## config.mk

```make
export PLATFORM = sky130hd
export DESIGN_NAME = utf8_codepoint_decoder_top
export DESIGN_NICKNAME = d
export VERILOG_FILES = /design/src/design/u8cpd_pkg.sv /design/src/design/utf8_codepoint_decoder_top.sv
export SDC_FILE = /design/constraint.sdc
export NUM_CORES = 1
export LEC_CHECK = 0
export BUFFER_PORTS_ARGS = -buffer_cell sky130_fd_sc_hd__buf_4
export CAP_MARGIN = 20
export CORE_ASPECT_RATIO = 2
export CORE_MARGIN = 8
export CORE_UTILIZATION = 40
export CTS_CLUSTER_SIZE = 10
export DETAILED_ROUTE_END_ITERATION = 12
export GPL_TIMING_DRIVEN = 0
export HOLD_SLACK_MARGIN = 0.08
export PLACE_DENSITY_LB_ADDON = 0.2
export SLEW_MARGIN = 20
export SYNTH_ARGS = -nofsm -noshare
export SYNTH_HDL_FRONTEND = slang
export SYNTH_SLANG_ARGS = --single-unit
```

## constraint.sdc

```tcl
create_clock -name clk -period 8.5 [get_ports clk]
set_input_delay 0.85 -clock clk [delete_from_list [all_inputs] [get_ports clk]]
set_output_delay 0.85 -clock clk [all_outputs]
set_load 0.03 [all_outputs]
```

## src/design/u8cpd_pkg.sv

```systemverilog
// ============================================================================
// u8cpd_pkg
// Shared types and constants for the UTF-8 code point decoder.
// ============================================================================
package u8cpd_pkg;

    localparam int BYTE_W  = 8;
    localparam int CP_W    = 21;
    localparam int PEND_W  = 2;
    localparam int TDATA_W = 24;   // code point padded to whole bytes
    localparam int TUSER_W = 2;    // truncated, terminator

    // One decoded result as it waits in the output stage
    typedef struct packed {
        logic [CP_W-1:0] code_point;
        logic            truncated;
        logic            terminator;
        logic            last_of_run;
    } u8cpd_result_t;

    // Build a result; a zero code point always terminates the string
    function automatic u8cpd_result_t make_result(input logic [CP_W-1:0] cp,
                                                  input logic            trunc);
        u8cpd_result_t r;
        r.code_point  = cp;
        r.truncated   = trunc;
        r.terminator  = (cp == '0);
        r.last_of_run = 1'b0;
        return r;
    endfunction

endpackage

```

## src/design/utf8_codepoint_decoder_top.sv

```systemverilog
// ============================================================================
// utf8_codepoint_decoder_top
// Lenient UTF-8 decoder: one byte per beat in, zero, one or two code points out.
// ============================================================================
// Latency: the first result of a byte is presented on the cycle after the byte is taken.
// Throughput: one byte per cycle while each byte yields at most one result and
// m_tready stays high; a byte that yields two results holds the input while
// the two-entry output stage drains, as the output port moves one per cycle.
// Reset: asynchronous, active low; clears sequence state and empties output.
// ============================================================================
module utf8_codepoint_decoder_top (
    input  logic                          clk,
    input  logic                          rst_n,
    // input byte stream
    input  logic                          s_tvalid,
    output logic                          s_tready,
    input  logic [u8cpd_pkg::BYTE_W-1:0]  s_tdata,   // [7:0] text_byte
    input  logic                          s_tlast,   // end_of_text
    // decoded code point stream
    output logic                          m_tvalid,
    input  logic                          m_tready,
    output logic [u8cpd_pkg::TDATA_W-1:0] m_tdata,   // [20:0] code_point, [23:21] zero
    output logic [u8cpd_pkg::TUSER_W-1:0] m_tuser,   // [0] truncated, [1] terminator
    output logic                          m_tlast    // last_of_run
);
    import u8cpd_pkg::*;

    // ------------------------------------------------------------------
    // Sequence state: continuation bytes still expected, code point built
    // so far, and the stopped flag set once a terminator has been seen.
    // ------------------------------------------------------------------
    logic [PEND_W-1:0] pend_reg,    pend_next;
    logic [CP_W-1:0]   partial_reg, partial_next;
    logic              stopped_reg, stopped_next;

    // Output stage: up to two results of one byte, slot0 at the port
    u8cpd_result_t slot0_reg, slot0_next;
    u8cpd_result_t slot1_reg, slot1_next;
    logic [1:0]    cnt_reg,   cnt_next;

    // Results of the byte at the input port
    u8cpd_result_t res0_c, res1_c;
    logic [1:0]    nres_c;

    logic in_beat;
    logic out_beat;

    // Take a byte when the stage is empty or its last entry leaves now
    assign s_tready = (cnt_reg == 2'd0) || ((cnt_reg == 2'd1) && m_tready);
    assign in_beat  = s_tvalid && s_tready;
    assign out_beat = m_tvalid && m_tready;

    assign m_tvalid = (cnt_reg != 2'd0);
    assign m_tdata  = {{(TDATA_W-CP_W){1'b0}}, slot0_reg.code_point};
    assign m_tuser  = {slot0_reg.terminator, slot0_reg.truncated};
    assign m_tlast  = slot0_reg.last_of_run;

    // ------------------------------------------------------------------
    // Decode one byte against the current state. Three steps in order:
    // continue or cut a pending sequence, handle the byte as a lead, then
    // flush a pending partial on end of text. Each emitted zero stops until end of text.
    // ------------------------------------------------------------------
    always_comb
    begin
        logic [BYTE_W-1:0] b;
        logic              cont;
        logic              take_lead;
        logic [PEND_W-1:0] pc;
        logic [CP_W-1:0]   pv;
        logic              stp;
        logic [1:0]        n;
        logic [CP_W-1:0]   bits;
        u8cpd_result_t     r;

        b         = s_tdata;
        cont      = (b[7:6] == 2'b10);
        take_lead = 1'b1;
        pc        = pend_reg;
        pv        = partial_reg;
        stp       = stopped_reg;
        n         = 2'd0;
        res0_c    = make_result('0, 1'b0);
        res1_c    = make_result('0, 1'b0);
        bits      = '0;
        r         = make_result('0, 1'b0);

        // Step 1: pending sequence
        if (!stp && (pc != '0))
        begin
            if (cont)
            begin
                pc = pc - 1'b1;
                case (pc)
                    2'd0:    bits = {{(CP_W-6){1'b0}}, b[5:0]};
                    2'd1:    bits = {{(CP_W-12){1'b0}}, b[5:0], 6'd0};
                    default: bits = {{(CP_W-18){1'b0}}, b[5:0], 12'd0};
                endcase
                pv = pv | bits;
                if (pc == '0)
                begin
                    r  = make_result(pv, 1'b0);
                    pv = '0;
                    if (r.terminator)
                    begin
                        stp = 1'b1;
                    end
                    res0_c = r;
                    n      = 2'd1;
                end
                take_lead = 1'b0;
            end
            else
            begin
                // cut short: emit what was built, missing bits as zero
                r  = make_result(pv, 1'b1);
                pc = '0;
                pv = '0;
                if (r.terminator)
                begin
                    stp = 1'b1;
                end
                res0_c = r;
                n      = 2'd1;
            end
        end

        // Step 2: lead byte
        if (!stp && take_lead)
        begin
            if (b[7] == 1'b0)
            begin
                r = make_result({{(CP_W-BYTE_W){1'b0}}, b}, 1'b0);
            end
            else if (b[7:5] == 3'b110)
            begin
                pv = {{(CP_W-11){1'b0}}, b[4:0], 6'd0};
                pc = 2'd1;
            end
            else if (b[7:4] == 4'b1110)
            begin
                pv = {{(CP_W-16){1'b0}}, b[3:0], 12'd0};
                pc = 2'd2;
            end
            else if (b[7:3] == 5'b11110)
            begin
                pv = {b[2:0], 18'd0};
                pc = 2'd3;
            end
            else
            begin
                // stray continuation or 11111xxx: terminate
                r = make_result('0, 1'b0);
            end

            if ((b[7] == 1'b0) || (b[7:6] == 2'b10) || (b[7:3] == 5'b11111))
            begin
                if (r.terminator)
                begin
                    stp = 1'b1;
                    pc  = '0;
                    pv  = '0;
                end
                if (n == 2'd0)
                begin
                    res0_c = r;
                end
                else
                begin
                    res1_c = r;
                end
                n = n + 2'd1;
            end
        end

        // Step 3: end of text flushes a partial and returns to reset
        if (s_tlast)
        begin
            if (!stp && (pc != '0))
            begin
                r = make_result(pv, 1'b1);
                if (n == 2'd0)
                begin
                    res0_c = r;
                end
                else
                begin
                    res1_c = r;
                end
                n = n + 2'd1;
            end
            pc  = '0;
            pv  = '0;
            stp = 1'b0;
        end

        // Mark the final result of this byte
        if (n == 2'd1)
        begin
            res0_c.last_of_run = 1'b1;
        end
        else if (n == 2'd2)
        begin
            res1_c.last_of_run = 1'b1;
        end

        nres_c       = n;
        pend_next    = pc;
        partial_next = pv;
        stopped_next = stp;
    end

    // Output stage load and drain
    always_comb
    begin
        slot0_next = slot0_reg;
        slot1_next = slot1_reg;
        cnt_next   = cnt_reg;
        if (in_beat)
        begin
            slot0_next = res0_c;
            slot1_next = res1_c;
            cnt_next   = nres_c;
        end
        else if (out_beat)
        begin
            slot0_next = slot1_reg;
            cnt_next   = cnt_reg - 2'd1;
        end
    end

    always_ff @(posedge clk or negedge rst_n)
    begin
        if (!rst_n)
        begin
            pend_reg    <= '0;
            partial_reg <= '0;
            stopped_reg <= 1'b0;
            cnt_reg     <= 2'd0;
        end
        else
        begin
            if (in_beat)
            begin
                pend_reg    <= pend_next;
                partial_reg <= partial_next;
                stopped_reg <= stopped_next;
            end
            cnt_reg <= cnt_next;
        end
    end

    // Payload of the output stage needs no reset
    always_ff @(posedge clk)
    begin
        slot0_reg <= slot0_next;
        slot1_reg <= slot1_next;
    end

endmodule

```

==> key figures <==
Clock tree
  – CTS tree: built
  – Worst-Skew Late Latency: 0.34 ns
  – Num CTS Buffers: 9
  – CTS root buf: clkbuf_16
  – Clock input transition at the sequential cells of the worst setup and hold paths: 0.06 ns
  – CTS sink count: 74
  – H-tree depth: 3
  – Post-CTS Hold Fix Bufs: 0
  – Number of post-CTS setup repair buffers: 0
  – CTS Buffer Depth: 2
  – Resize count post-CTS: 0

Timing
  – Worst Tran Pin Value: 0.808 ns
  – Crit path time final: 4.66 ns
  – Post-Route Skew: 0.00671 ns
  – Unrepaired setup endpoints after global routing: no
  – Slew margin rel.: 46.2%
  – Tcrit/Tclk final: 54.9%
  – Setup WS post-layout: 3.84 ns
  – Final Hold Fails: 0
  – Fmax: 0.214 GHz
  – Final setup violation count: 0
  – Fin. max-slew vios: 0
  – Setup_tns: 0 ns

GRT
  – Number of global-route vias before repair: roughly 3800
  – Met3 Use GR: 3.19%
  – GR Layer Usage met2: approximately a third
  – Initial antenna violation count: 0
  – Grt ovf: 0
  – First-pass GRT wire length: about 21 mm
  – GR Util All Layers: 20.1%
  – Largest net degree at the start of global routing: 29
  – GR Layer Usage met1: 21.2%
  – Most Crowded Layer GR: met2

Setup path
  – Crit-path most repeated cell: ha_1
  – FF-to-FF End: m_tuser[1]
  – Start of the worst register-to-register path: pend_reg[0]
  – CP endpoint kind: register
  – Critical setup path kind: reg -> reg
  – Worst Setup SP: pend_reg[0]
  – Reg2Reg Depth: 13
  – R2r setup slk: 3.84 ns
  – Required @ worst endpoint: about 8.6 ns
  – Arrival time at the worst endpoint: 4.76 ns
  – Crit-path slowest cell: clkbuf_1
  – Max incr delay on CP: 0.55 ns
  – Setup crit start kind: register
  – Critical path, cell by cell: inv_1, ha_1, or2_2, buf_2, nor2_1, clkbuf_1, ha_1, o21ai_0, ha_1, o211ai_2, buf_6, buf_4, o31ai_1
  – CP Max Fanout: 10

Hold path
  – Hold crit path type: in -> async

Pwr
  – Leak: approximately 2 nW
  – Cell Pwr Density: 378 nW/um^2
  – Worst VDD drop: 162 uV

Placement
  – DP Cell Count: 596
  – DP HPWL: 10.2 mm
  – Routability cong.: 0.962
  – Dpl ws: 3.98 ns
  – Port Buf Inserts: 35

Logic synthesis
  – Largest family of logic cells by synthesized area: compound AO/OA/AOI/OAI gates
  – Mean Syn Cell Area: between 10 and 15 um^2
  – Post-synth EDFFs: 48
  – Register area share after synthesis: 49.1%
  – #FFs+latches synth: between 70 and 80
  – Ys Warns: 0
  – Synthesized instance count: around 420
  – Synth Area in Simple Gates: 20.1%
  – Compound-Gate Fraction of Synth Area: 21.8%
  – Post-synth ARST share: 35.1%
  – Post-synthesis mux area share: 0.969%
  – Post-Synth Adder-Cell Area: about 2.1%
  – Synth unique cells: 76
  – Xor-xnor portion of the synthesized cell area: less than 1%
  – Main synth FF type: edfxtp_1
  – Syn Std Cell Area: 4260 um^2

Route
  – DR pass1 iterations: 5
  – Via density: 6.05
  – Post-detailed-route wirelength per cell: 22.8 um
  – Total routed wirelength: roughly 14 mm
  – Initial drt markers: just over 400
  – Remaining antenna violation count: 0
  – Routed via count: 3704
  – Drc violations: 0

Final layout
  – Layout cell share with drive strength beyond 1: between 10% and 20%
  – Final nets: 490
  – Ant. Diodes: 0
  – Max reg flops: 24
  – Final core occ: between 40 and 50%
  – Layout area overhead: 19.6%
  – Filler cell count: 1033
  – Non-filler cells, final: roughly 600

Floorplanning
  – Die Width: 89.0 um
  – # IOs: 42
  – Core area: 10500 um^2
  – Die H: between 150 and 200 um
  – Std-Cell Rows: 53
  – Total die area: 14400 um^2
  – Starting Density: 40.6%

Job
  – Max-cap violation count: 0

Status
  – Status: complete, no violations
-- worst max-delay path, delay by kind of cell (launching register included) --
family                   cells  cell delay [ns]
AND/OR/NAND/NOR              2             0.54
AO/OA/AOI/OAI                3             1.08
adder cells (fa/ha/maj)      3             1.00
buffers and inverters        5             1.33
flip-flops                   1             0.45
-- worst max-delay path by stage --
stage                 end  slack, ns
6_report       m_tuser[1]       3.84
5_1_grt        m_tdata[0]       3.67
4_1_cts        m_tdata[2]       3.95
3_5_place_dp   m_tuser[1]       3.98
3_3_place_gp   m_tdata[2]       4.06
2_1_floorplan  m_tuser[1]       5.02
-- area by class of cell --
class                           count  area [um^2]  area share (%)
Inverter                           13         51.3            1.01
Tap cell                          137          171            3.37
Buffer                             33          191            3.76
Multi-Input combinational cell    303         1940            38.0
Timing Repair Buffer               36          283            5.55
Clock inverter                      6          138            2.70
Sequential cell                    74         2090            41.1
Clock buffer                       10          229            4.50
-- power breakdown --
group	total (W)	switching, W	internal (W)
combinational	0.000908	0.000618	0.000290
sequential	0.000549	0.0000421	0.000507
clock	0.000469	0.000151	0.000318
total	0.00193	0.000812	0.00111
-- cell families after synthesis --
family	Yosys count
adders and majority gates	7
buffers and inverters	46
other	1
xor gates and xnor gates	1
DFF	74
and+or+nand+nor	165
muxes	4
AOI/OAI and AO/OA	123
-- layout by cell type, fill, tap and decap left out, types with 6 or more instances in the layout --
cell type	synthesis	routed
nand2_1	57	57
edfxtp_1	48	48
buf_4	9	44
nor2_1	34	34
dfrtp_1	26	26
o21ai_0	22	22
a21oi_1	19	19
nand3_1	15	15
clkbuf_1	13	14
inv_1	12	12
clkbuf_16	0	9
a22oi_1	8	8
nor3_1	7	7
nor2b_1	7	7
a21o_1	7	7
a32o_1	7	7
ha_1	7	7
nand4_1	6	6
o211ai_1	6	6
a31oi_1	6	6
o31ai_1	6	6
-- layer usage --
layer | vias up | wire length [um]
li1 | 1680 | -
met1 | 1799 | 5010
met2 | 167 | 7360
met3 | 58 | 743
met4 | 0 | 818
met5 | - | 0
-- synthesized netlist by cell type (3+ instances only) --
master / count / share of area (%)
ha_1: 7 / 2.1
edfxtp_1: 48 / 34
buf_4: 9 / 1.6
nor3_1: 7 / 0.82
mux2i_1: 3 / 0.71
clkbuf_1: 13 / 1.1
buf_2: 4 / 0.47
o21ai_0: 22 / 2.6
a22oi_1: 8 / 1.4
o211ai_1: 6 / 1.1
nor2b_1: 7 / 1.0
nand2_1: 57 / 5.0
nor4_2: 3 / 0.88
a211oi_1: 3 / 0.53
a21o_1: 7 / 1.2
a32oi_1: 4 / 0.82
buf_6: 3 / 0.79
o31a_1: 5 / 1.0
a21oi_1: 19 / 2.2
nand2b_1: 5 / 0.73
a32o_1: 7 / 1.6
or3_1: 5 / 0.73
a22o_1: 5 / 1.0
o31ai_1: 6 / 1.1
nand4_1: 6 / 0.88
dfrtp_1: 26 / 15
or2_1: 4 / 0.59
nor2_1: 34 / 3.0
and3_1: 4 / 0.59
inv_1: 12 / 1.1
a31oi_1: 6 / 0.88
nand3_1: 15 / 1.8
-- through the flow --
stage | area (um^2) | hold WS [ns] | total power [W]
2_1_floorplan | 4270 | 0.493 | 0.00115
3_3_place_gp | 4700 | 0.508 | 0.00144
3_5_place_dp | 4720 | 0.515 | 0.00145
4_1_cts | 5090 | 0.436 | 0.00192
5_1_grt | 5090 | 0.447 | 0.00201
6_report | 5090 | 0.425 | 0.00193
Power figures use the tool's default switching activity.
